--- src/rtl/transfer_entropy_histogram_unit_assert.svh ---
// Assertion macros for the transfer entropy histogram unit.
// Depends on nothing; included by the top level.
`ifndef TRANSFER_ENTROPY_HISTOGRAM_UNIT_ASSERT_SVH
`define TRANSFER_ENTROPY_HISTOGRAM_UNIT_ASSERT_SVH
// Implication checked on every clock edge outside reset.
`define TEH_ASSERT_IMP(label, clk, rst, a, c) \
  label: assert property (@(posedge clk) disable iff (rst) (a) |-> (c)) \
    else $error("assertion failed");
// Implication whose consequent is checked in the cycle after the antecedent.
`define TEH_ASSERT_NEXT(label, clk, rst, a, c) \
  label: assert property (@(posedge clk) disable iff (rst) (a) |=> (c)) \
    else $error("assertion failed");
`endif

--- src/rtl/teh_pkg.sv ---
// Package of the transfer entropy histogram unit: constants, state type, log request type.
// Depends on nothing.
package teh_pkg;
  localparam int MAX_LEVELS_DEF = 16;
  localparam int MAX_PAIRS_DEF  = 1048576;
  localparam int FRAC_BITS_DEF  = 20;
  localparam int SYM_W   = 4;
  localparam int CNT_W   = 21;
  localparam int OUT_W   = 24;
  localparam int LEV_W   = 5;
  localparam int OUT_FRAC = 20;

  typedef enum logic [5:0] {
    ST_RUN   = 6'b000001,
    ST_CLEAR = 6'b000010,
    ST_SWEEP = 6'b000100,
    ST_LOG   = 6'b001000,
    ST_DIV   = 6'b010000,
    ST_OUT   = 6'b100000
  } state_t;

  // Handshake between the sweep controller and the log unit.
  typedef struct packed {
    logic        start;
    logic [31:0] x;
  } log_req_t;
endpackage

--- src/rtl/teh_log2.sv ---
// Iterative fixed-point log2 of a count, one fraction bit per cycle.
// Depends on teh_pkg.
module teh_log2 import teh_pkg::*; #(
  parameter int FRAC_BITS = FRAC_BITS_DEF
) (
  input  logic                  clk,
  input  logic                  rst,
  input  log_req_t              req,
  output logic                  done,
  output logic [FRAC_BITS+5:0]  result
);
  logic [31:0] m;
  logic [4:0] e;
  logic [FRAC_BITS-1:0] frac;
  logic [$clog2(FRAC_BITS+2)-1:0] cnt;
  logic busy;
  logic [63:0] sq;
  logic [4:0] e_next;
  logic [31:0] m_next;
  logic zero;

  always_comb begin
    e_next = '0;
    for (int i = 0; i < 32; i++) begin
      if (req.x[i]) e_next = 5'(i);
    end
    m_next = req.x << (5'd31 - e_next);
    sq = 64'(m) * 64'(m);
  end

  always_ff @(posedge clk) begin
    if (rst) begin
      busy <= 1'b0;
      done <= 1'b0;
    end else begin
      done <= !req.start && busy && (cnt == ($clog2(FRAC_BITS+2))'(FRAC_BITS));
      if (req.start) begin
        busy <= 1'b1;
        e <= e_next;
        m <= m_next;
        zero <= (req.x == '0);
        frac <= '0;
        cnt <= '0;
      end else if (busy) begin
        if (cnt == ($clog2(FRAC_BITS+2))'(FRAC_BITS)) begin
          busy <= 1'b0;
        end else begin
          cnt <= cnt + 1'b1;
          frac <= {frac[FRAC_BITS-2:0], sq[63]};
          m <= sq[63] ? sq[63:32] : sq[62:31];
        end
      end
    end
  end

  assign result = zero ? '0 : {1'b0, e, frac};
endmodule

--- config.mk ---
export PLATFORM = sky130hd
export DESIGN_NAME = teh_log2
export DESIGN_NICKNAME = d
export VERILOG_FILES = /design/src/rtl/transfer_entropy_histogram_unit_assert.svh /design/src/rtl/teh_pkg.sv /design/src/rtl/teh_log2.sv
export SDC_FILE = /design/constraint.sdc
export NUM_CORES = 2
export LEC_CHECK = 0
export ABC_AREA = 1
export CORE_MARGIN = 5
export CORE_UTILIZATION = 40
export DETAILED_ROUTE_END_ITERATION = 8
export DONT_BUFFER_PORTS = 1
export GPL_TIMING_DRIVEN = 0
export PLACE_DENSITY_LB_ADDON = 0.08
export SETUP_SLACK_MARGIN = 0.2
export SYNTH_ARGS = -nofsm -noshare
export SYNTH_HDL_FRONTEND = slang
export SYNTH_SLANG_ARGS = --single-unit
export TNS_END_PERCENT = 100
--- constraint.sdc ---
create_clock -name clk -period 9.6 [get_ports clk]
set_input_delay 0.96 -clock clk [delete_from_list [all_inputs] [get_ports clk]]
set_output_delay 0.96 -clock clk [all_outputs]
set_load 0.005 [all_outputs]
# Yosys cells after proc, flatten, opt, wreduce, memory -nomap -nowiden
# Index checks and enable logic that the tools add are counted.
# totals
ff_bits	65
in_bits	35
out_inout_bits	27
elab_cells	64
# classes
add_sub_neg	2
mul	1
eq_ne	2
n_shift	1
mux	43
bitwise_logic	1
n_reduce_logical	7
# op_table
cell	n
$mux 5	32
$mux 32	4
$mul 32x32->64	1
$mux 20	2
$logic_not 32->1	1
$shl 32x5->32	1
$mux 25	1
$add 5x1->5 const B	1
$eq 5x5->1 const B	1
$sub 5x5->5 const A	1
$mux 1	4
$reduce_and 3->1	1
$logic_and 1x1->1	2
$ne 2x2->1 const B	1
$reduce_and 2->1	1
$reduce_bool 2->1	1
$logic_not 1->1	1
$not 1->1	1

# Logic depth before layout (Yosys ltp)
# logic_depth
depth_word	34
depth_mapped	39
mapped_depth_nobuf	38

# Worst setup path before layout
# OpenSTA, ideal clock, no wires.
# synth_timing
kind	register to register
start	register m[12]
end	register m[9], data pin
setup_time_ns	0.256
arrival_ns	7.424
required_ns	9.344
slack_ns	1.920
path_stages_with_launch	37
n_path_buf	4
path_cell_list	edfxtp_1 clkbuf_1 clkbuf_1 buf_1 nand2_1 fa_1 inv_1 fa_1 fa_1 inv_1 fa_1 inv_1 fa_1 inv_1 fa_1 inv_1 fa_1 fa_1 ha_1 nand2_1 inv_1 a21oi_1 o311ai_0 a31oi_1 nand2_1 a21o_1 a21o_2 nand3_2 o21bai_1 nand2_1 nand2_4 inv_4 nand2_4 buf_6 nor2_1 a21oi_1 nand2_1
# synth_via
elab_chain_len	5
# synth_lines
item	line	source
start, declared	teh_log2.sv:12	logic [31:0] m;
start signal, assigned	teh_log2.sv:40	m <= m_next;
start signal, assigned	teh_log2.sv:50	m <= sq[63] ? sq[63:32] : sq[62:31];
$mul 32x32->64	teh_log2.sv:28	sq = 64'(m) * 64'(m);
$mux 32	teh_log2.sv:50	
$mux 32	teh_log2.sv:45	if (cnt == ($clog2(FRAC_BITS+2))'(FRAC_BITS)) begin
$mux 32	teh_log2.sv:44	end else if (busy) begin
$mux 32	teh_log2.sv:37	if (req.start) begin
# Every way passes these cells. The select of a mux whose other input is x is not followed.
# A chain may end at the register's enable or synchronous reset.

# Final worst setup path
# layout_timing
start	register m[31]
end	register m[21], data pin
# The elaborated chain is that of the path after synthesis.

==> summary.md <==
| Metric | Value |
|---|---|
| Setup crit start kind | `flip-flop` |
| 1st-iter DRT viols | `1,874` |
| Final Slew Violations | `0` |
| Post-route cell area | `36,170 um^2` |
| Main flop type after synthesis | `edfxtp_1` |
| Hold_sp | `busy$_SDFF_PP0_` |
| IO buf count | `0` |
| CP Max Fanout | `10` |
| Synth async-reset ratio | `0%` |
| Pin count of the biggest net entering global routing | `23` |
| Fill count | `8,917` |
| Cell repeated most along the worst path | `fa_1` |
| Max incr delay on CP | `690 ps` |
| I/O pin count | `62` |
| Via count | `26,110` |
| Unique masters post-synth | `49` |
| Finished Layout Cells | `5,305` |
| Initial Util | `40.11%` |
| Nets@finish | `5,282` |
| # diodes | `0` |
| First-pass GRT wire length | `174.1 mm` |
| Worst flop-to-flop path startpoint | `m[31]$_DFFE_PP_` |
| Initial antenna violation count | `1` |
| Top cells by area, synth | `fa_1 47%, inv_1 14%, ha_1 11%` |
| CTS sink cnt | `65` |
| Min Hold Slack | `457.4 ps` |
| Cell Area, Placed | `35,540 um^2` |
| Worst path slowest cell | `clkbuf_1` |
| Critical path arrival | `9160 ps` |
| Root buffer cell | `clkbuf_16` |
| Tcrit/Tclk final | `94.82%` |
| Tmin final | `9102 ps` |
| Routed Antenna Nets | `0` |
| Synth Instances | `4,126` |
| Largest buffer count on any clock path | `2` |
| Most common cell in the synthesized netlist | `inv_1` |
| DP Wirelength | `98.43 mm` |
| Remaining global-route overflow | `0` |
| Crit path launch | `m[31]$_DFFE_PP_` |
| Slew @ Worst Pin | `1096 ps` |
| Area Overhead vs Synth | `6.252%` |
| # DRC | `0` |
| Max Cap Viol | `0` |
| GRT Util Overall | `26.01%` |
| Clock skew | `11.54 ps` |
| DR pass1 iterations | `6` |
| Clk_lat worst skew | `340 ps` |
| Wire length per cell after detailed routing | `21.85 um` |
| Setup violations, final | `0` |
| Sequential fraction of the synthesis area | `5.675%` |
| Worst hold path class | `flip-flop to flip-flop` |
| Vias in the first global route | `27,690` |
| Number of synthesized register bits | `65` |
| Crit. End Element | `flip-flop` |
| Final hold vios | `0` |
| Unrepaired setup endpoints after global routing | `no` |
| Top achievable clock speed | `0.1099 GHz` |
| CTS clk-pin slew, worst paths | `60 ps` |
| Core Box Area | `84,880 um^2` |
| Synthesis Warnings | `0` |
| Flop2flop setup slack | `500 ps` |
| H-tree depth | `3` |
| Rows | `107` |
| Post-synthesis area per instance | `8.251 um^2` |
| Fraction of layout cells with a size suffix above 1 | `4.037%` |
| EDFF count, synth | `63` |
| Post-Syn Area | `34,040 um^2` |
| Routed wire length | `115.9 mm` |
| Die area | `91,040 um^2` |
| Post-synth top area cell | `fa_1` |
| Yosys top cell area share | `46.52%` |
| Syn_nets | `5,252` |
| Critical path class | `flip-flop to flip-flop` |
| Critical path data required time | `9660 ps` |
| Most frequent cells after synthesis | `1,301 x inv_1, 791 x fa_1, 755 x nand2_1, 300 x ha_1, 241 x nand3_1` |
| Final Wtd Congestion | `0.9447` |
| Num CTS Buffers | `9` |
| Dpl cells | `5,272` |
| Vias per inst | `4.922` |
| CTS tree | `built` |
| Hold Buf Count CTS | `0` |
| Max-Slew Margin vs Limit | `26.95%` |
| Die W | `301.7 um` |
| Run status | `complete, no violations` |
| Die H | `301.7 um` |
-- through the flow --
| stage | utilization [%] | setup slack, ps | TNS, ps |
|---|---|---|---|
| after detailed placement | 41.87 | -1018 | -20700 |
| after global routing | 42.61 | 235.0 | 0 |
| after CTS | 42.37 | 204.5 | 0 |
| after floorplan | - | 1920 | 0 |
| final | 42.61 | 497.7 | 0 |
| after global placement | 41.79 | -950.4 | -19160 |
-- cell families after synthesis --
logic type | after synthesis | synth area share, %
buf+inv | 1453 | 16.16
simple gates | 1211 | 14.64
fa+ha+maj | 1091 | 57.54
compound gates | 229 | 4.017
xor+xnor | 76 | 1.955
flops | 65 | 5.675
other cells | 1 | 0.01102
-- routing by layer --
metal	up-vias	routed length [um]	GRT usage (%)
met1	13170	49510	35.68
met3	144	7912	4.206
li1	12000	-	-
met5	-	18	0
met2	797	54940	43.27
met4	4	3545	6.859
-- registers in the layout, summed over array words and instances (netlist names) --
register,cells
cnt,5
done,1
busy,1
e,5
frac,20
m,32
zero,1
-- area by class of cell --
type,instances,area [um^2],area share [%]
multi-input cells,2608,26640,73.65
flip-flops and latches,65,1932,5.341
plain buffers,147,747.0,2.065
well taps,1144,1431,3.957
inverters,1306,4905,13.56
clock inverters,6,91.34,0.2525
clock buffers,10,229.0,0.6330
repair buffers,19,195.2,0.5396
-- final timing paths --
| check | to | cells past startpoint |
|---|---|---|
| min reg2reg | done$_SDFF_PP0_ | 2 |
| min | done$_SDFF_PP0_ | 2 |
| max reg2reg | m[21]$_DFFE_PP_ | 30 |
| max | m[21]$_DFFE_PP_ | 30 |
-- critical path, delay by kind of cell (launching register included) --
family / cells / cell delay (ps)
adder cells (fa/ha/maj): 9 / 4500
buffers and inverters: 7 / 1690
AND/OR/NAND/NOR: 8 / 1020
AO/OA/AOI/OAI: 6 / 950
flip-flops: 1 / 630
-- cell usage in the layout (no fill, tap or decap), types with 24 or more instances in the layout --
cell type  count
fa_1         791
clkbuf_1      41
a21oi_1       83
edfxtp_1      63
xnor2_1       31
nand3_1      241
o21ai_0       48
clkbuf_2      65
buf_4         24
nand2_1      753
nor2_1       166
inv_1       1301
xor2_1        45
ha_1         300
-- timing repair --
action                                  in CTS  in global routing
endpoints found under the setup margin      33                 32
resized for setup                           57                156
buffers inserted                             4                 13
Power is not shown: default switching activity piles up to over one toggle a cycle in this logic, so the estimate is an artifact.
