`src/rtl/transfer_entropy_histogram_unit_assert.svh`:
```
// Assertion macros for the transfer entropy histogram unit.
// Depends on nothing; included by the top level.
`ifndef TRANSFER_ENTROPY_HISTOGRAM_UNIT_ASSERT_SVH
`define TRANSFER_ENTROPY_HISTOGRAM_UNIT_ASSERT_SVH
// Implication checked on every clock edge outside reset.
`define TEH_ASSERT_IMP(label, clk, rst, a, c) \
  label: assert property (@(posedge clk) disable iff (rst) (a) |-> (c)) \
    else $error("assertion failed");
// Implication whose consequent is checked in the cycle after the antecedent.
`define TEH_ASSERT_NEXT(label, clk, rst, a, c) \
  label: assert property (@(posedge clk) disable iff (rst) (a) |=> (c)) \
    else $error("assertion failed");
`endif

```
`src/rtl/teh_ram.sv`:
```
// Generic single-port-write, single-port-read RAM with registered read.
// Depends on nothing.
module teh_ram #(
  parameter int WIDTH = 21,
  parameter int DEPTH = 16
) (
  input  logic                     clk,
  input  logic                     we,
  input  logic [$clog2(DEPTH)-1:0] waddr,
  input  logic [WIDTH-1:0]         wdata,
  input  logic [$clog2(DEPTH)-1:0] raddr,
  output logic [WIDTH-1:0]         rdata
);
  logic [WIDTH-1:0] mem [DEPTH];
  always_ff @(posedge clk) begin
    if (we) begin
      mem[waddr] <= wdata;
    end
    rdata <= mem[raddr];
  end
endmodule

```
`config.mk`:
```
export PLATFORM = sky130hd
export DESIGN_NAME = teh_ram
export DESIGN_NICKNAME = d
export VERILOG_FILES = /design/src/rtl/transfer_entropy_histogram_unit_assert.svh /design/src/rtl/teh_ram.sv
export SDC_FILE = /design/constraint.sdc
export NUM_CORES = 1
export LEC_CHECK = 0
export BUFFER_PORTS_ARGS = -buffer_cell sky130_fd_sc_hd__buf_2
export CAP_MARGIN = 0
export CORE_UTILIZATION = 60
export CTS_CLUSTER_SIZE = 40
export DETAILED_ROUTE_END_ITERATION = 16
export PLACE_DENSITY = 0.78
export SETUP_SLACK_MARGIN = 0.15
export SKIP_LAST_GASP = 1
export SYNTH_ARGS = -nofsm -noshare
export SYNTH_HDL_FRONTEND = slang
export SYNTH_SLANG_ARGS = --single-unit
```
`constraint.sdc`:
```
create_clock -name clk -period 3.2 [get_ports clk]
set_clock_uncertainty 0.15 [all_clocks]
set_input_delay 0.16 -clock clk [delete_from_list [all_inputs] [get_ports clk]]
set_output_delay 0.16 -clock clk [all_outputs]
set_load 0.05 [all_outputs]
```
### Word level (Yosys, flattened, before mapping)

Memory sizes are Yosys's and may differ from the RTL's. A register that Yosys moved wholly into a read port is not among the register bits.
Cells that the tools add are included.

* RAM bits: 336
* memories: 1
* output and inout port bits: 21
* bits of input ports: 31
* ROM bits: 0
* bits in latches: 0
* word-level logic and storage cells: 3
* register bits after elaboration: 0

Memory list
* mem: words 16, bits a word 21, rd ports 1, clocked after Yosys merged registers in 1, write ports 1, line teh_ram.sv:14 `logic [WIDTH-1:0] mem [DEPTH];`

* reduce and logical (&&, ||, !) cells: 0
* $lt $le $gt $ge: 0
* mux-type cells: 2
* bitwise operators: 0
* add/sub/neg operators: 0
* equal/unequal tests: 0
* shift-type cells: 0
* div/mod/pow operators: 0
* multiply operators: 0

Operators with widths (number)
* $mux W1: 2

### Logic depth before layout (Yosys ltp)

Gate-level depths: netlist (run 1).

* depth in word-level cells: 2
* depth in mapped cells: 5

### Worst setup path before layout (run 1)

Ideal clock, no wire load.

* kind: input to register
* start point: in waddr[2]
* end point: mem mem[0][0], enable pin
* setup slack: 0.558 ns
* arrival: 2.067 ns
* stages: 2
* data required time: 2.624 ns
* setup time: 0.426 ns
* cells stage by stage: or3b_1 -> nor3_1

RTL lines
* start: declaration: line teh_ram.sv:9 `input logic [$clog2(DEPTH)-1:0] waddr,`
* end: declaration: line teh_ram.sv:14

Straight into the memory's write port.

### Worst setup path in the final report (run 1)

* start point: in waddr[1]
* end point: mem mem[13][9], enable pin

Straight into the memory's write port.

==> insert_results.sql, run 1 <==
INSERT INTO impl_metrics (metric_group, metric, value, unit) VALUES
('timing', 'rsz_0062_raised_after_global_routing', 'false', ''),
('clock_network', 'cts_repair_resize_count', '0', ''),
('global_routing', 'gr-total-overflow', '0', ''),
('final_layout', 'final_common_cell', 'sky130_fd_sc_hd__edfxtp_1', ''),
('synth', 'syn_nets', '588', ''),
('setup_path', 'critPathSlowestCell', 'sky130_fd_sc_hd__nor2_2', ''),
('floorplanning', 'fp.dieH', '151', 'um'),
('global_routing', 'grt.total_usage', '24.7', '%'),
('final_layout', 'stdcell_count', '977', ''),
('synth', 'seq_area_frac_synth', '79.2', '%'),
('clock_network', 'clock_sinks', '357', ''),
('setup_path', 'critPathKind', 'in2reg', ''),
('route', 'wirelength', '26.6', 'mm'),
('setup_path', 'crit_cells', '5', ''),
('timing', 'period_minus_slack', '2200', 'ps'),
('timing', 'final.setup.tns', '0', 'ps'),
('setup_path', 'type_of_element_launching_the_critical_path', 'primary input', ''),
('route', 'first_iter_violations', '719', ''),
('timing', 'finalSetupViolations', '0', ''),
('synth', 'post_synth_fa_ha_maj_area_fraction', '0', '%'),
('final_layout', 'antenna_cells', '0', ''),
('final_layout', 'final_area', '15300', 'um^2'),
('route', 'avgViaCountPerCell', '6.27', ''),
('final_layout', 'multi_input_area', '2620', 'um^2'),
('synth', 'yosysUniqueCellTypes', '19', ''),
('clock_network', 'cts_buffers', '35', ''),
('global_routing', 'grt_pass1_vias', '6425', ''),
('clock_network', 'ctsHtreeMaxLevel', '2', ''),
('timing', 'timing.max_slew.rel_slack', '41.5', '%'),
('setup_path', 'critical_path.cell_chain', 'dlygate4sd3_1 > buf_2 > nand2b_1 > nor2_2 > buf_4', ''),
('route', 'routed-via-count', '6127', ''),
('hold_path', 'holdCritPathClass', 'in2reg', ''),
('synth', 'netlist.top_cell.by_area', 'sky130_fd_sc_hd__edfxtp_1', ''),
('synth', 'postSynthRegisterBits', '357', ''),
('setup_path', 'worst_setup_path_end_kind', 'flop', ''),
('clock_network', 'postCtsSetupRepairBufs', '0', ''),
('placed_design', 'gp_congestion', '0.763', ''),
('synth', 'post_synth_and_or_nand_nor_area_fraction', '1.59', '%'),
('setup_path', 'crit_buf_inv', '3', ''),
('pwr', 'total_leakage_power', '0.00512', 'uW'),
('pwr', 'vdd_ir_drop_max', '0.376', 'mV'),
('final_layout', 'most-common-layout-cells', 'sky130_fd_sc_hd__edfxtp_1 (336), sky130_fd_sc_hd__buf_2 (49), sky130_fd_sc_hd__mux4_2 (47)', ''),
('placed_design', 'dp.cells', '891', ''),
('status', 'outcome', 'finished, final reports clean', ''),
('synth', 'fraction_of_synthesized_cell_area_taken_by_the_top_area_cell_type', '76.0', '%'),
('clock_network', 'clk_root_buffer_cell', 'sky130_fd_sc_hd__clkbuf_16', ''),
('final_layout', 'num-fill-cells', '1252', ''),
('floorplanning', 'floorplan.core_area', '21800', 'um^2'),
('setup_path', 'data_required_critical_path', '3240', 'ps'),
('floorplanning', 'initial_core_util', '61.0', '%'),
('final_layout', 'register_area', '10500', 'um^2'),
('synth', 'syn_area_per_cell', '23.8', 'um^2'),
('global_routing', 'antenna_found_initial', '0', ''),
('placed_design', 'placement.io_buffers', '51', ''),
('timing', 'timing_hold_violations_final', '0', ''),
('setup_path', 'cpPeakStageDelay', '710', 'ps'),
('clock_network', 'max_root_sink_buffers', '3', ''),
('floorplanning', 'core.rowCount', '54', ''),
('timing', 'max_freq', '0.455', 'GHz'),
('placed_design', 'placed_cell_area', '14000', 'um^2'),
('synth', 'synthesis.area', '13300', 'um^2'),
('floorplanning', 'die_w', '151', 'um'),
('final_layout', 'growth_of_design_area_from_synthesis_to_finish', '15.4', '%'),
('flow_run', 'drv.max_cap_violation_count', '0', ''),
('route', 'route.antenna.remaining_nets', '0', ''),
('global_routing', 'grt_first_pass_wirelength', '39.3', 'mm'),
('setup_path', 'r2r.worst_path.cells', '3', ''),
('synth', 'complex_gate_fraction_of_the_synthesized_area', '2.37', '%'),
('synth', 'synth_xor_xnor_area_share', '0', '%'),
('final_layout', 'finalCoreUtilization', '70.4', '%'),
('synth', 'synth_top_family_by_area', 'multiplexers', '');
-- sequential cells by signal, indices dropped and copies added, names as in the netlist --
name / flops
rdata: 21
mem: 336
-- cells in the mapped netlist --
master                       n
sky130_fd_sc_hd__clkbuf_1    9
sky130_fd_sc_hd__nand2_1    22
sky130_fd_sc_hd__buf_6       1
sky130_fd_sc_hd__mux4_2     47
sky130_fd_sc_hd__buf_1       4
sky130_fd_sc_hd__edfxtp_1  336
sky130_fd_sc_hd__nand3b_1    2
sky130_fd_sc_hd__or3b_1      1
sky130_fd_sc_hd__dfxtp_1    21
sky130_fd_sc_hd__nor2_1     13
sky130_fd_sc_hd__a22oi_1    42
sky130_fd_sc_hd__and2_1      1
sky130_fd_sc_hd__nand2b_1    2
sky130_fd_sc_hd__mux4_1     37
sky130_fd_sc_hd__nand3_1     1
sky130_fd_sc_hd__nor3_1      4
sky130_fd_sc_hd__buf_2       6
sky130_fd_sc_hd__buf_12      6
sky130_fd_sc_hd__nor2b_1     2
-- power by group --
group	leakage [uW]	total (uW)	switching [uW]	internal [uW]
Clock	0.000543	3980	1600	2380
Sequential	0.00321	5260	31.5	5230
Combinational	0.00136	575	368	207
-- per-layer routing --
layer	global-route usage, %	up-vias	share of wire (%)
met2	41.5	262	51
met3	4.45	53	6.0
met5	0	-	0
met1	32.4	3181	40
met4	9.75	0	3.2
li1	-	2631	-
-- stage by stage --
step           total power (uW)  hold WS [ps]
3_5_place_dp               5910           396
5_1_grt                   10100           124
3_3_place_gp               5890           362
6_report                   9820           110
4_1_cts                    9880          96.6
2_1_floorplan              5710           109
-- worst register-to-register path, cell delays in order, from the launching register on --
cell	delay (ps)
sky130_fd_sc_hd__edfxtp_1	380
sky130_fd_sc_hd__mux4_1	530
sky130_fd_sc_hd__a22oi_1	250
sky130_fd_sc_hd__nand2_1	80
-- cell type report --
type                       count  area share (%)
timing repair buffer         103            4.70
clock buffer                  54            6.72
tap                          280            2.29
multi-input combinational    174            17.1
sequential                   357            68.6
clock inverter                 9           0.637
-- cell families (layout without fill, tap and decap cells) --
family,Yosys count,count (layout)
AND/OR/NAND/NOR,48,48
AO/OA/AOI/OAI,42,42
multiplexers,84,84
buffers and inverters,26,166
flip-flops,357,357
-- final timing paths --
kind,from,endpoint,slack [ps]
max reg2reg,mem[0][1]$_DFFE_PP_,rdata[1]$_DFF_P_,1700
max,waddr[1],mem[13][9]$_DFFE_PP_,1000
min,waddr[0],mem[8][10]$_DFFE_PP_,110
min reg2reg,mem[7][4]$_DFFE_PP_,rdata[4]$_DFF_P_,520
Power figures use the tool's default switching activity.
==> inputs of run 2 (changes only) <==
--- a/config.mk
+++ b/config.mk
@@ -7,10 +7,10 @@
 export LEC_CHECK = 0
 export BUFFER_PORTS_ARGS = -buffer_cell sky130_fd_sc_hd__buf_2
 export CAP_MARGIN = 0
-export CORE_UTILIZATION = 60
+export CORE_UTILIZATION = 55
 export CTS_CLUSTER_SIZE = 40
 export DETAILED_ROUTE_END_ITERATION = 16
-export PLACE_DENSITY = 0.78
+export PLACE_DENSITY = 0.75
 export SETUP_SLACK_MARGIN = 0.15
 export SKIP_LAST_GASP = 1
 export SYNTH_ARGS = -nofsm -noshare
==> constraint.sdc (replaced) <==
create_clock -name clk -period 1.9 [get_ports clk]
set_clock_uncertainty 0.15 [all_clocks]
set_input_delay 0.095 -clock clk [delete_from_list [all_inputs] [get_ports clk]]
set_output_delay 0.095 -clock clk [all_outputs]
set_load 0.05 [all_outputs]
==> insert_results.sql, run 2 (synthesis results as in run 1) <==
INSERT INTO impl_metrics (metric_group, metric, value, unit) VALUES
('setup_path', 'critical_path_arrival', '1830', 'ps'),
('final_layout', 'final_common_cell', 'sky130_fd_sc_hd__edfxtp_1', ''),
('clock_network', 'clk_root_buffer_cell', 'sky130_fd_sc_hd__clkbuf_16', ''),
('timing', 'worstMarginPinSlew', '1040', 'ps'),
('placed_design', 'gp_congestion', '0.708', ''),
('clock_network', 'cts_repair_resize_count', '0', ''),
('timing', 'timing_hold_violations_final', '0', ''),
('global_routing', 'gr-total-overflow', '0', ''),
('route', 'wirelength', '28.0', 'mm'),
('setup_path', 'data_required_critical_path', '2140', 'ps'),
('global_routing', 'antenna_found_initial', '0', ''),
('final_layout', 'largest_register_ff_count', '336', ''),
('clock_network', 'postCtsSetupRepairBufs', '0', ''),
('timing', 'period_share', '83.7', '%'),
('flow_run', 'drv.max_cap_violation_count', '0', ''),
('status', 'outcome', 'finished, final reports clean', ''),
('floorplanning', 'fp.dieH', '157', 'um'),
('route', 'avgViaCountPerCell', '6.17', ''),
('placed_design', 'placement.io_buffers', '51', ''),
('clock_network', 'clk_transition_reported_paths', '60', 'ps'),
('floorplanning', 'num_io_pins', '52', ''),
('final_layout', 'most-common-layout-cells', 'sky130_fd_sc_hd__edfxtp_1 (336), sky130_fd_sc_hd__buf_2 (49), sky130_fd_sc_hd__mux4_2 (47)', ''),
('final_layout', 'growth_of_design_area_from_synthesis_to_finish', '17.4', '%'),
('setup_path', 'worst_setup_path_end_kind', 'flop', ''),
('setup_path', 'cp_max_fo', '1', ''),
('hold_path', 'holdCritPathClass', 'in2reg', ''),
('final_layout', 'antenna_cells', '0', ''),
('global_routing', 'grt.total_usage', '23.9', '%'),
('route', 'routed-via-count', '6263', ''),
('route', 'drt-pass1-iter-count', '5', ''),
('route', 'first_iter_violations', '508', ''),
('clock_network', 'clock_sinks', '357', ''),
('pwr', 'total_leakage_power', '0.00517', 'uW'),
('timing', 'rsz_0062_raised_after_global_routing', 'false', ''),
('pwr', 'vdd_ir_drop_max', '0.578', 'mV'),
('setup_path', 'critPathKind', 'reg2reg', ''),
('timing', 'final_critical_path_setup_slack', '310', 'ps'),
('route', 'post-route-drc-count', '0', ''),
('route', 'route.antenna.remaining_nets', '0', ''),
('final_layout', 'top_flop_regs', 'mem: 336 flops, rdata: 21 flops', ''),
('floorplanning', 'die_w', '157', 'um'),
('timing', 'hold_ws', '70.6', 'ps'),
('timing', 'final_max_slew_viol_count', '0', ''),
('global_routing', 'grt_pass1_vias', '6469', ''),
('clock_network', 'cts_buffers', '34', ''),
('final_layout', 'share_of_cells_above_drive_strength_1', '27.4', '%'),
('route', 'drt-wirelength-per-cell', '27.6', 'um'),
('clock_network', 'max_root_sink_buffers', '3', ''),
('setup_path', 'type_of_element_launching_the_critical_path', 'flop', ''),
('floorplanning', 'initial_core_util', '56.4', '%'),
('final_layout', 'largest-register', 'mem', ''),
('placed_design', 'worst_setup_slack_after_placement', '151', 'ps'),
('clock_network', 'ctsHtreeMaxLevel', '2', ''),
('timing', 'period_minus_slack', '1590', 'ps'),
('floorplanning', 'design.die.area', '24800', 'um^2'),
('timing', 'timing.max_slew.rel_slack', '30.6', '%'),
('global_routing', 'grt_max_degree', '37', ''),
('timing', 'finalSetupViolations', '0', ''),
('pwr', 'power-per-cell-area', '1050', 'nW/um^2'),
('clock_network', 'worstSkewPairLatency', '510', 'ps'),
('floorplanning', 'core.rowCount', '56', ''),
('clock_network', 'tritoncts', 'yes', ''),
('placed_design', 'place.detailed.hpwl', '14.3', 'mm'),
('timing', 'max_freq', '0.629', 'GHz'),
('clock_network', 'cts_hold_buf', '21', ''),
('global_routing', 'grt_first_pass_wirelength', '40.8', 'mm'),
('final_layout', 'finish.net_count', '702', ''),
('floorplanning', 'floorplan.core_area', '23500', 'um^2');
-- run 2: changes by cell type in the layout (fill, tap and decap cells not counted) --
| cell | change |
|---|---|
| sky130_fd_sc_hd__buf_4 | -18 |
| sky130_fd_sc_hd__bufinv_16 | -1 |
| sky130_fd_sc_hd__clkinvlp_4 | -2 |
| sky130_fd_sc_hd__nor3_2 | -4 |
| sky130_fd_sc_hd__clkinv_2 | +1 |
| sky130_fd_sc_hd__clkinv_1 | +4 |
| sky130_fd_sc_hd__buf_12 | +21 |
| sky130_fd_sc_hd__dlygate4sd3_1 | -2 |
| sky130_fd_sc_hd__clkbuf_8 | -4 |
| sky130_fd_sc_hd__nor3_4 | +4 |
-- run 2: worst max-delay path, stage by stage, from the launching register on --
cell and delay, ps:
sky130_fd_sc_hd__edfxtp_1 420, sky130_fd_sc_hd__mux4_2 540, sky130_fd_sc_hd__a22oi_1 260, sky130_fd_sc_hd__nand2_1 100
-- run 2: layout make-up --
class | instances | area (um^2)
Clock buffer | 50 | 975
Fill cell | 1495 | 7960
Multi-Input combinational cell | 174 | 2640
Sequential cell | 357 | 10500
Tap cell | 319 | 399
Timing Repair Buffer | 104 | 986
Clock inverter | 11 | 72.6
-- run 2: path summary, 6_finish.rpt --
| check | start | end | slack [ps] | cells after the start |
|---|---|---|---|---|
| hold reg to reg | mem[4][14]$_DFFE_PP_ | rdata[14]$_DFF_P_ | 510 | 3 |
| hold / removal | raddr[1] | rdata[14]$_DFF_P_ | 70 | 4 |
| setup / recovery | mem[11][9]$_DFFE_PP_ | rdata[9]$_DFF_P_ | 310 | 3 |
| setup reg to reg | mem[11][9]$_DFFE_PP_ | rdata[9]$_DFF_P_ | 310 | 3 |
-- run 2: through the flow --
| stage | cells | utilization (%) | setup TNS (ps) | total power (uW) | instance area, um^2 |
|---|---|---|---|---|---|
| 2_1_floorplan | 557 | - | -8140 | 9620 | 13300 |
| 3_3_place_gp | 933 | 60.8 | 0 | 9950 | 14300 |
| 3_5_place_dp | 933 | 60.8 | 0 | 9990 | 14300 |
| 4_1_cts | 1015 | 66.2 | 0 | 16400 | 15600 |
| 5_1_grt | 1015 | 66.2 | 0 | 16700 | 15600 |
| 6_report | 1015 | 66.2 | 0 | 16300 | 15600 |
-- run 2: metal layers --
metal / up-vias / global-route usage, % / wire, um / part of all wire (%)
met5: - / 0 / 0 / 0
met2: 290 / 39.0 / 14100 / 50
met4: 0 / 8.74 / 799 / 2.9
li1: 2641 / - / - / -
met3: 66 / 5.01 / 2070 / 7.4
met1: 3266 / 32.0 / 11000 / 39
-- run 2: where the power goes --
part / switching [uW] / internal [uW]
sequential: 55.4 / 8800
clock: 2730 / 3700
combinational: 638 / 374
