**config.mk**
```make
export PLATFORM = sky130hd
export DESIGN_NAME = teh_divider
export DESIGN_NICKNAME = d
export VERILOG_FILES = /design/src/rtl/transfer_entropy_histogram_unit_assert.svh /design/src/rtl/teh_pkg.sv /design/src/rtl/teh_divider.sv
export SDC_FILE = /design/constraint.sdc
export NUM_CORES = 1
export LEC_CHECK = 0
export BUFFER_PORTS_ARGS = -buffer_cell sky130_fd_sc_hd__buf_4
export CAP_MARGIN = 20
export CORE_ASPECT_RATIO = 0.7
export CORE_MARGIN = 4
export CORE_UTILIZATION = 60
export DETAILED_ROUTE_END_ITERATION = 10
export PLACE_DENSITY = 0.95
export REMOVE_ABC_BUFFERS = 1
export SLEW_MARGIN = 5
export SYNTH_ARGS = -nofsm -noshare
export SYNTH_HDL_FRONTEND = slang
export SYNTH_SLANG_ARGS = --single-unit
```
**constraint.sdc**
```tcl
create_clock -name clk -period 15.95 [get_ports clk]
set_input_delay 4.785 -clock clk [delete_from_list [all_inputs] [get_ports clk]]
set_output_delay 4.785 -clock clk [all_outputs]
set_load 0.02 [all_outputs]
```
**src/rtl/transfer_entropy_histogram_unit_assert.svh**
```systemverilog
// Assertion macros for the transfer entropy histogram unit.
// Depends on nothing; included by the top level.
`ifndef TRANSFER_ENTROPY_HISTOGRAM_UNIT_ASSERT_SVH
`define TRANSFER_ENTROPY_HISTOGRAM_UNIT_ASSERT_SVH
// Implication checked on every clock edge outside reset.
`define TEH_ASSERT_IMP(label, clk, rst, a, c) \
  label: assert property (@(posedge clk) disable iff (rst) (a) |-> (c)) \
    else $error("assertion failed");
// Implication whose consequent is checked in the cycle after the antecedent.
`define TEH_ASSERT_NEXT(label, clk, rst, a, c) \
  label: assert property (@(posedge clk) disable iff (rst) (a) |=> (c)) \
    else $error("assertion failed");
`endif

```
**src/rtl/teh_pkg.sv**
```systemverilog
// Package of the transfer entropy histogram unit: constants, state type, log request type.
// Depends on nothing.
package teh_pkg;
  localparam int MAX_LEVELS_DEF = 16;
  localparam int MAX_PAIRS_DEF  = 1048576;
  localparam int FRAC_BITS_DEF  = 20;
  localparam int SYM_W   = 4;
  localparam int CNT_W   = 21;
  localparam int OUT_W   = 24;
  localparam int LEV_W   = 5;
  localparam int OUT_FRAC = 20;

  typedef enum logic [5:0] {
    ST_RUN   = 6'b000001,
    ST_CLEAR = 6'b000010,
    ST_SWEEP = 6'b000100,
    ST_LOG   = 6'b001000,
    ST_DIV   = 6'b010000,
    ST_OUT   = 6'b100000
  } state_t;

  // Handshake between the sweep controller and the log unit.
  typedef struct packed {
    logic        start;
    logic [31:0] x;
  } log_req_t;
endpackage

```
**src/rtl/teh_divider.sv**
```systemverilog
// Restoring divider, one quotient bit per cycle, 64 by 21 bits.
// Depends on teh_pkg.
module teh_divider import teh_pkg::*; (
  input  logic             clk,
  input  logic             rst,
  input  logic             start,
  input  logic [63:0]      dividend,
  input  logic [CNT_W-1:0] divisor,
  output logic             done,
  output logic [63:0]      quotient
);
  logic [63:0] rem;
  logic [6:0] cnt;
  logic busy;
  logic [64:0] trial;

  assign trial = {rem[63:0], quotient[63]} - 65'(divisor);

  always_ff @(posedge clk) begin
    if (rst) begin
      busy <= 1'b0;
      done <= 1'b0;
    end else begin
      done <= !start && busy && (cnt == 7'd63);
      if (start) begin
        busy <= 1'b1;
        rem <= '0;
        quotient <= dividend;
        cnt <= '0;
      end else if (busy) begin
        if (!trial[64]) begin
          rem <= trial[63:0];
          quotient <= {quotient[62:0], 1'b1};
        end else begin
          rem <= {rem[62:0], quotient[63]};
          quotient <= {quotient[62:0], 1'b0};
        end
        cnt <= cnt + 1'b1;
        if (cnt == 7'd63) begin
          busy <= 1'b0;
        end
      end
    end
  end
endmodule

```
; ---- After elaboration in Yosys (flattened, before gate mapping)
; Index checks and enable logic that the tools add are counted.
[word_totals]
input_bits = 88
wordCells = 23
out_inout_bits = 65
reg_bits = 137
[classes]
bitwise = 1
mux = 9
n_reduce_logical = 5
addsub = 2
eq_ne = 1
[ops]
columns = operator, n
row1 = $mux W64, 4
row2 = $sub A65 B21 Y65, 1
row3 = $add A7 B1 Y7 const B, 1
row4 = $eq A7 B6 Y1 const B, 1
row5 = $mux W7, 1
row6 = $mux W1, 4
row7 = $logic_and A1 B1 Y1, 2
row8 = $reduce_and A2 Y1, 1
row9 = $reduce_bool A2 Y1, 1
row10 = $logic_not A1 Y1, 1
row11 = $not A1 Y1, 1

; ---- Logic depth before layout (Yosys ltp)
; Gate-level depths: netlist of run 1.
[depth]
depth_word = 4
ltp_mapped = 14
ltp_nobuf = 11

; ---- Worst setup path after synthesis of run 1
; Ideal clock, no wire load.
[synth_path]
path_type = input -> register
start = input port start
end = register busy
required_ps = 15868
path_buffers = 1
setup_ps = 82
path_slack_ps = 4500
arrival_ps = 11368
cell_stages = 4
cell_sequence = clkbuf_1 -> nor2_1 -> nor2_1 -> o31a_1
[synth_via]
elab_chain_cells = 1
[synth_rtl]
columns = element, line
row1 = from (decl), teh_divider.sv:6  ; input logic start,
row2 = $mux W1, teh_divider.sv:25  ; if (start) begin
row3 = to (signal assigned), teh_divider.sv:21  ; busy <= 1'b0;
row4 = to (signal assigned), teh_divider.sv:26  ; busy <= 1'b1;
row5 = to (signal assigned), teh_divider.sv:40  ; busy <= 1'b0;
row6 = to (decl), teh_divider.sv:14  ; logic busy;
; No other way between the ends.
; A chain may end at the register's enable or synchronous reset.

; ---- Final worst setup path of run 1
[layout_path]
start = input port divisor[0]
end = register rem[38] (data pin)
[layout_via]
elab_chain_cells = 3
[layout_rtl]
columns = element, line
row1 = from (decl), teh_divider.sv:8  ; input logic [CNT_W-1:0] divisor,
row2 = $sub A65 B21 Y65, teh_divider.sv:17  ; assign trial = {rem[63:0], quotient[63]} - 65'(divisor);
row3 = $mux W64, teh_divider.sv:31  ; if (!trial[64]) begin
row4 = $mux W64, teh_divider.sv:30  ; end else if (busy) begin
row5 = to (signal assigned), teh_divider.sv:32  ; rem <= trial[63:0];
row6 = to (signal assigned), teh_divider.sv:35  ; rem <= {rem[62:0], quotient[63]};
row7 = to (decl), teh_divider.sv:12  ; logic [63:0] rem;
; No other way between the ends. The select of a mux whose other input is x is not followed.

==> impl_metrics.json, run 1 <==
{
  "grt_max_degree": 79,
  "synthTopCellsByArea": "edfxtp_1 51%, mux2_2 9.0%, a21oi_1 4.0%, nand2_1 3.7%, ha_1 3.5%",
  "tritoncts": "yes",
  "critical_path.startpoint_type": "input port",
  "routed_wl_mm": 22.2,
  "viasPerCell": 6.42,
  "timing.hold.ws_ps": 527,
  "synth_cell_types": 61,
  "crit_chain": "buf_4, ha_1, fa_1, nand2b_1, a21o_1, a31o_2, o31ai_1, or4_1, nand3_2, nor4_1, mux2_1",
  "dp_hpwl_mm": 13.7,
  "route.detailed.drc": 0,
  "antenna_found_initial": 0,
  "synth_cells": 718,
  "synth_warnings": 0,
  "seqPwrFrac_pct": 43.8,
  "portBuffers": 152,
  "grt_pass1_wl_mm": 35.2,
  "rsz0062_at_grt": "false",
  "sw_frac_of_total_pct": 29.0,
  "place_inst": 1000,
  "worstPathArrival_ps": 8610,
  "via_count": 6637,
  "power_frac_clock_pct": 38.8,
  "internal-power_mw": 0.726,
  "slew_headroom_pct": 30.6,
  "r2r_end": "rem[38]$_SDFFCE_PP0P_",
  "worstMarginPinSlew_ps": 1040,
  "grt_overflow": 0,
  "pwr-share-comb_pct": 17.4,
  "synth_edf_count": 135,
  "ys_seq_area_share_pct": 51.7,
  "finalPower_mw": 1.02,
  "final_cells": 1034,
  "p_sw_mw": 0.296,
  "power_leakage_nw": 3.69,
  "synthArstFlopShare_pct": 0,
  "critPathMaxFanout": 27,
  "hold_end": "done$_SDFF_PP0_",
  "cts_resized": 0,
  "maxSlewViolCount": 0,
  "clk_path_buf_depth": 2,
  "min_path_cells": 2,
  "wl_per_cell_um": 21.5,
  "clkLatencyLatePin_ps": 430,
  "clock_skew_ps": 13.3,
  "r2r_slack_ps": 11560,
  "post-synth-top-count-cell": "edfxtp_1",
  "syn2layout_area_growth_pct": 22.9,
  "cts.reportedPaths.clkPinSlew_ps": 70,
  "setup_viol": 0,
  "drtIter0Drc": 799,
  "slowest_delay_ps": 600,
  "dr_wl_met2_mm": 10.5,
  "start_util_pct": 62.4,
  "worst-r2r-cell-count": 11,
  "post_cts_buffers": 0,
  "fmax_mhz": 119,
  "r2r-start": "quotient[63]$_DFFE_PP_",
  "synth_area_um2": 7920,
  "critPathCaptureType": "register",
  "first_pass_iters": 5,
  "cts_buffers": 17,
  "fin_crit_ps": 8430,
  "synth_top_flop_cell": "edfxtp_1",
  "hold_buffers": 0,
  "core_area_um2": 12700,
  "setup_tns_ps": 0,
  "rows": 34,
  "grt_pass1_vias": 6491,
  "cp.required_ps": 16130,
  "peakVddDrop_mv": 0.0852,
  "synth-seq-cells": 137,
  "drive_gt1_share_pct": 30.9,
  "highest_layer": "met4",
  "drv_cap": 0,
  "cts_root_buf": "clkbuf_16",
  "min-delay-path-class": "reg -> reg",
  "finalCritPeriodShare_pct": 52.8,
  "synth.avg_cell_area_um2": 11.0,
  "ioPinCount": 153,
  "gp_congestion": 0.929,
  "h-tree-depth": 4,
  "layout.nets": 969,
  "final-hold-violation-count": 0,
  "ant_nets": 0,
  "synth_top_area_cell": "edfxtp_1",
  "clock-sinks": 137,
  "power.density_nw_per_um2": 105,
  "min_from": "busy$_SDFF_PP0_",
  "die_x_um": 145,
  "met1_length_mm": 8.50,
  "status": "finished clean",
  "grt_usage_pct": 29.1,
  "synthTopCellsByCount": "135 x edfxtp_1, 77 x nand2_1, 64 x a21oi_1, 63 x mux2_2, 50 x nor2_1",
  "slowest_stage": "o31ai_1",
  "die_area_um2": 15100,
  "synth_top_area_share_pct": 51.2,
  "criticalPathCategory": "in -> reg",
  "die_height_um": 104,
  "met3_length_mm": 2.48
}
[critical path, delay by kind of cell]
family	cells	cell delay (ps)
fa+ha+maj	2	630
buf+inv	1	110
mux	1	390
compound gates	3	1050
simple gates	4	1630
[power groups by stage]
stage | clock network [mW] | logic [mW] | registers (mW)
CTS | 0.399 | 0.175 | 0.446
detailed placement | 0 | 0.171 | 0.452
global route | 0.416 | 0.192 | 0.449
global placement | 0 | 0.164 | 0.450
floorplan | 0 | 0.0952 | 0.464
finish | 0.397 | 0.178 | 0.447
[through the flow]
stage | cell area, µm² | worst slack (ps) | utilization, %
2_1_floorplan | 7750 | 4750 | -
3_3_place_gp | 9140 | 7400 | 72.1
3_5_place_dp | 9140 | 7290 | 72.1
4_1_cts | 9720 | 7630 | 76.7
5_1_grt | 9730 | 7390 | 76.7
6_report | 9730 | 7520 | 76.7
[metal layers]
layer / global-route usage [%] / vias to the layer above
met4: 11.6 / 0
met1: 37.2 / 3146
met2: 46.2 / 436
met3: 9.32 / 68
li1: - / 2987
met5: 0 / -
[layout by cell type, fill, tap and decap left out, types with 2 or more instances in the layout]
cell type / synthesis / layout
or2_2: 6 / 6
nand2_1: 77 / 77
o21a_1: 6 / 6
or4_1: 25 / 25
a21o_1: 6 / 6
o31ai_1: 12 / 12
mux2_2: 63 / 63
edfxtp_1: 135 / 135
mux2_1: 8 / 8
nor4_1: 12 / 12
o41ai_1: 2 / 2
nand2b_1: 14 / 14
o21ai_1: 8 / 8
dfxtp_1: 2 / 2
or3_1: 15 / 15
nor4_2: 2 / 2
nor3_1: 7 / 7
o2111ai_1: 2 / 2
nand3b_1: 3 / 3
buf_4: 6 / 156
and2_1: 3 / 3
a21oi_1: 64 / 64
ha_1: 22 / 22
nor2b_1: 9 / 9
o21ai_0: 14 / 14
nor3b_1: 2 / 2
clkinvlp_4: 0 / 3
o21bai_1: 3 / 3
a31oi_1: 3 / 3
inv_8: 0 / 4
clkbuf_16: 0 / 17
nor2_1: 50 / 49
o211ai_1: 10 / 10
inv_6: 0 / 4
xor2_1: 13 / 13
inv_1: 26 / 26
nand3_1: 13 / 13
nand4_1: 9 / 9
xnor2_1: 13 / 13
[layout make-up]
| type | count | area, µm² |
|---|---|---|
| Sequential cell | 137 | 4090 |
| Inverter | 26 | 97.6 |
| Clock buffer | 18 | 429 |
| Antenna cell | 1 | 2.50 |
| Fill cell | 737 | 2950 |
| Clock inverter | 14 | 158 |
| Timing Repair Buffer | 157 | 1180 |
| Multi-Input combinational cell | 519 | 3570 |
| Tap cell | 162 | 203 |
[state kept, by name, summed over array words and instances, names as in the netlist]
name      flops
busy          1
rem          64
quotient     64
cnt           7
done          1
[cell families (layout without fill, tap and decap cells)]
family	Yosys count	after routing	share of synthesized area (%)
and+or+nand+nor	258	258	17.3
AOI/OAI and AO/OA	140	140	10.9
DFF	137	137	51.7
muxes	72	72	10.2
buffers and inverters	62	215	3.27
xor gates and xnor gates	26	26	2.88
adders and majority gates	23	23	3.73
other	0	1	0
[worst max-delay path by stage]
stage | from | endpoint | slack, ps
finish | divisor[0] | rem[38]$_SDFFCE_PP0P_ | 7520
global route | divisor[0] | rem[38]$_SDFFCE_PP0P_ | 7390
CTS | divisor[0] | rem[38]$_SDFFCE_PP0P_ | 7630
detailed placement | divisor[0] | rem[40]$_SDFFCE_PP0P_ | 7290
global placement | divisor[0] | rem[40]$_SDFFCE_PP0P_ | 7400
floorplan | start | busy$_SDFF_PP0_ | 4750
Power figures use the tool's default switching activity.
==> run 2, diff against run 1 <==
--- a/config.mk
+++ b/config.mk
@@ -9,9 +9,9 @@
 export CAP_MARGIN = 20
 export CORE_ASPECT_RATIO = 0.7
 export CORE_MARGIN = 4
-export CORE_UTILIZATION = 60
+export CORE_UTILIZATION = 51
 export DETAILED_ROUTE_END_ITERATION = 10
-export PLACE_DENSITY = 0.95
+export PLACE_DENSITY = 0.87
 export REMOVE_ABC_BUFFERS = 1
 export SLEW_MARGIN = 5
 export SYNTH_ARGS = -nofsm -noshare
==> constraint.sdc (replaced) <==
create_clock -name clk -period 7.6 [get_ports clk]
set_input_delay 2.28 -clock clk [delete_from_list [all_inputs] [get_ports clk]]
set_output_delay 2.28 -clock clk [all_outputs]
set_load 0.02 [all_outputs]
==> run 2 against run 1 <==
Against the previous run: non-clock buffer count unchanged; first-iteration DRC count down 44%; critical path type unchanged; design area up 0.42%; final cell count up 3.1%; critical path depth unchanged; clock skew about the same; highest routed layer unchanged.
==> impl_metrics.json, run 2 (synthesized netlist as in run 1, its figures left out) <==
{
  "status": "finished clean",
  "maxSlewViolCount": 0,
  "final-hold-violation-count": 0,
  "seq_area_um2": 4090,
  "grt_max_degree": 106,
  "die_area_um2": 17600,
  "via_count": 6168,
  "criticalPathCategory": "in -> reg",
  "ant_nets": 0,
  "post_cts_buffers": 0,
  "critical_path.startpoint_type": "input port",
  "grt_pass1_wl_mm": 29.9,
  "hold_buffers": 0,
  "worstPathArrival_ps": 5950,
  "clk_path_buf_depth": 2,
  "first_pass_iters": 5,
  "finalWorstSetupSlack_ps": 1800,
  "portBuffers": 152,
  "die_height_um": 112,
  "layout_commonest_cell": "buf_4",
  "die_x_um": 157,
  "peakVddDrop_mv": 0.126,
  "clkLatencyLatePin_ps": 410,
  "min_from": "busy$_SDFF_PP0_",
  "cts_root_buf": "clkbuf_16",
  "slew_headroom_pct": 37.7,
  "rsz0062_at_grt": "false",
  "drive_gt1_share_pct": 30.9,
  "critPathCaptureType": "register",
  "grt_usage_pct": 20.8,
  "slowest_delay_ps": 620,
  "fin_crit_ps": 5800,
  "start_util_pct": 52.9,
  "cts_buffers": 17,
  "tritoncts": "yes",
  "slowest_stage": "o31ai_1",
  "r2r-start": "quotient[63]$_DFFE_PP_",
  "finalCritPeriodShare_pct": 76.3,
  "gp_congestion": 0.928,
  "diodes": 0,
  "wl_per_cell_um": 17.5,
  "crit_chain": "buf_4, ha_1, fa_1, nand2b_1, a21o_1, a31o_2, o31ai_1, or4_1, nand4_2, nor4_1, mux2_1",
  "cts_resized": 0,
  "critPathTopFamily": "simple AND/OR/NAND/NOR gates",
  "final_cell_mix": "156 x buf_4, 135 x edfxtp_1, 77 x nand2_1",
  "drv_cap": 0,
  "route.detailed.drc": 0,
  "reg.largest.list": "quotient: 64 flops, rem: 64 flops, cnt: 7 flops",
  "min-delay-path-class": "reg -> reg",
  "dp_hpwl_mm": 13.1,
  "worstMarginPinSlew_ps": 932,
  "syn2layout_area_growth_pct": 23.4,
  "rows": 37,
  "r2r_slack_ps": 3350,
  "core_area_um2": 15000,
  "viasPerCell": 5.79,
  "layout.nets": 969,
  "critPathMaxFanout": 23,
  "h-tree-depth": 4,
  "critPathLaunch": "divisor[0]",
  "fillerInstances": 1154,
  "path_buf_inv": 1,
  "routed_wl_mm": 18.6,
  "timing.hold.ws_ps": 460,
  "cts.reportedPaths.clkPinSlew_ps": 70,
  "setup_viol": 0,
  "grt_pass1_vias": 5991,
  "cp.required_ps": 7750,
  "clock-sinks": 137,
  "grt_overflow": 0,
  "fmax_mhz": 172,
  "power.density_nw_per_um2": 216,
  "ioPinCount": 153,
  "drtIter0Drc": 450,
  "clock_skew_ps": 13.1,
  "place_ws_ps": 1420,
  "multi_input_area_um2": 3570,
  "power_leakage_nw": 3.70,
  "antenna_found_initial": 0
}
[run 2: per-layer routing]
metal / part of all wire, % / track usage (%) / vias up
met5: 0 / 0 / -
met3: 10 / 7.86 / 8
met1: 45 / 30.0 / 2893
li1: - / - / 2999
met2: 45 / 30.9 / 268
met4: 0.43 / 3.01 / 0
[run 2: area by class of cell]
class	count	share of cell area [%]
sequential	137	41.9
multi-input combinational	519	36.5
timing repair buffer	157	12.2
clock buffer	18	4.39
tap	195	2.50
clock inverter	14	1.49
inverter	26	0.999
[run 2: per-stage QoR]
| step | util [%] | power [mW] | TNS (ps) | cell area, µm² | instances |
|---|---|---|---|---|---|
| final | 65.3 | 2.11 | 0 | 9770 | 1066 |
| after global routing | 65.3 | 2.20 | 0 | 9770 | 1066 |
| after CTS | 65.3 | 2.12 | 0 | 9770 | 1066 |
| after floorplan | - | 1.17 | -144850 | 7750 | 682 |
| after detailed placement | 61.5 | 1.31 | 0 | 9200 | 1034 |
| after global placement | 61.5 | 1.30 | 0 | 9200 | 1034 |
[run 2: where the power goes]
| part | leakage, nW | switching, mW | internal [mW] |
|---|---|---|---|
| Combinational | 2.09 | 0.201 | 0.161 |
| Sequential | 1.32 | 0.0365 | 0.897 |
| Clock | 0.287 | 0.369 | 0.442 |
[run 2: worst min-delay path: stages, from the launching register on]
cell and delay, ps:
dfxtp_1 320, nand2b_1 70, nor4_1 40
[run 2: path summary, 6_finish.rpt]
kind	cells after the start	end
setup / recovery	11	rem[43]$_SDFFCE_PP0P_
hold / removal	2	done$_SDFF_PP0_
setup reg to reg	11	rem[43]$_SDFFCE_PP0P_
hold reg to reg	2	done$_SDFF_PP0_
==> run 3, diff against run 2 <==
==> constraint.sdc (replaced) <==
create_clock -name clk -period 4.6 [get_ports clk]
set_input_delay 1.38 -clock clk [delete_from_list [all_inputs] [get_ports clk]]
set_output_delay 1.38 -clock clk [all_outputs]
set_load 0.02 [all_outputs]
==> run 3 against run 2 <==
Against the previous run: power is 67% higher; design area is 1.8% higher; count of clock-buffer cells in the layout unchanged; register-to-register slack worse by 2400 ps; hold slack better by 5.9 ps; largest power group unchanged; highest routed layer unchanged; die area did not move; critical path depth stayed put; sequential share of layout area shrank 0.73 points; non-clock buffer count up 16; final cell count grew 1.5%; critical endpoint is now rem[54]$_SDFFCE_PP0P_; via count grew 2.6%; critical path type unchanged; clock skew up 2.3 ps.
==> impl_metrics.json, run 3 (synthesized netlist as in run 1, its figures left out) <==
{
  "rows": 37,
  "peakVddDrop_mv": 0.250,
  "final-hold-violation-count": 0,
  "reg.largest.list": "quotient: 64 flops, rem: 64 flops, cnt: 7 flops",
  "antenna_found_initial": 0,
  "grt_pass1_vias": 6245,
  "critPathMaxFanout": 8,
  "rsz0062_at_grt": "false",
  "drtIter0Drc": 562,
  "clkLatencyLatePin_ps": 420,
  "maxSlewViolCount": 0,
  "worstMarginPinSlew_ps": 819,
  "slew_headroom_pct": 45.0,
  "r2r_end": "rem[54]$_SDFFCE_PP0P_",
  "first_pass_iters": 5,
  "worstPathArrival_ps": 4400,
  "fmax_mhz": 236,
  "cts_resized": 0,
  "drv_cap": 0,
  "cp.required_ps": 4760,
  "min-delay-path-class": "reg -> reg",
  "portBuffers": 152,
  "cts_root_buf": "clkbuf_16",
  "finalCritPeriodShare_pct": 92.2,
  "power.density_nw_per_um2": 355,
  "routed_wl_mm": 19.2,
  "layout_commonest_cell": "buf_4",
  "cts.reportedPaths.clkPinSlew_ps": 70,
  "clock_skew_ps": 15.4,
  "timing.hold.ws_ps": 466,
  "grt_overflow": 0,
  "critical_path.startpoint_type": "input port",
  "syn2layout_area_growth_pct": 25.6,
  "ioPinCount": 153,
  "final_cells": 1082,
  "grt_max_degree": 96,
  "hold_buffers": 0,
  "layout.nets": 985,
  "r2r_slack_ps": 1000,
  "grt_usage_pct": 22.0,
  "hold_end": "done$_SDFF_PP0_",
  "r2r-start": "quotient[63]$_DFFE_PP_",
  "final_cell_mix": "168 x buf_4, 135 x edfxtp_1, 77 x nand2_1",
  "die_x_um": 157,
  "seq_area_um2": 4090,
  "cts_buffers": 17,
  "die_height_um": 112,
  "core_area_um2": 15000,
  "clock-sinks": 137,
  "dp_hpwl_mm": 13.5,
  "criticalPathCategory": "in -> reg",
  "viasPerCell": 5.85,
  "tritoncts": "yes",
  "fillerInstances": 1107,
  "start_util_pct": 52.9,
  "gp_congestion": 0.944,
  "route.detailed.drc": 0,
  "finalPower_mw": 3.53,
  "min_path_cells": 2,
  "ant_nets": 0,
  "grt_pass1_wl_mm": 31.1,
  "wl_per_cell_um": 17.7,
  "clk_path_buf_depth": 2,
  "die_area_um2": 17600,
  "status": "finished clean",
  "critPathCaptureType": "register",
  "place_inst": 1050,
  "fin_crit_ps": 4240,
  "min_from": "busy$_SDFF_PP0_",
  "power_leakage_nw": 3.79,
  "diodes": 0,
  "h-tree-depth": 4,
  "post_cts_buffers": 0,
  "finish.utilization_pct": 66.5,
  "multi_input_area_um2": 3570,
  "drive_gt1_share_pct": 32.1,
  "worst-r2r-cell-count": 11,
  "via_count": 6330,
  "setup_viol": 0
}
## run 3: metrics by stage
stage / area (µm²) / setup slack, ps / setup TNS [ps]
5_1_grt: 9940 / 162 / 0
3_3_place_gp: 9370 / 71.0 / 0
6_report: 9940 / 359 / 0
4_1_cts: 9940 / 434 / 0
2_1_floorplan: 7750 / -3200 / -430460
3_5_place_dp: 9370 / -0.181 / -0.181
## run 3: worst max-delay path, cell delays in order
cell and delay, ps:
buf_4 110, ha_1 200, fa_1 380, nand2b_1 190, a21o_1 200, a31o_2 220
o31ai_1 340, or4_1 340, nand3_2 270, nor4_1 410, mux2_1 360
## run 3: where the power goes
part	switching, mW	leakage [nW]	internal, mW
Sequential	0.0633	1.32	1.48
Clock	0.588	0.279	0.768
Combinational	0.337	2.18	0.288
## run 3: worst max-delay path by stage
stage	slack (ps)	to	from	cells past startpoint
after floorplan	-3200	busy$_SDFF_PP0_	start	3
after detailed placement	-0.2	rem[42]$_SDFFCE_PP0P_	divisor[0]	12
final	360	rem[54]$_SDFFCE_PP0P_	divisor[0]	11
after CTS	430	rem[34]$_SDFFCE_PP0P_	divisor[0]	12
after global routing	160	rem[54]$_SDFFCE_PP0P_	divisor[0]	11
after global placement	70	rem[46]$_SDFFCE_PP0P_	divisor[0]	12
## run 3: final cells by class
| class | count | share of cell area, % |
|---|---|---|
| Timing Repair Buffer | 173 | 13.7 |
| Sequential cell | 137 | 41.2 |
| Tap cell | 195 | 2.45 |
| Inverter | 26 | 0.981 |
| Multi-Input combinational cell | 519 | 35.9 |
| Clock buffer | 18 | 4.32 |
| Clock inverter | 14 | 1.50 |
## run 3: metal layers
layer	share of wire, %	wire length, µm	up-vias	track usage (%)
li1	-	-	3022	-
met1	42	8130	2969	31.0
met2	45	8630	321	32.7
met3	12	2280	18	8.09
met4	0.71	136	0	4.68
met5	0	0	-	0
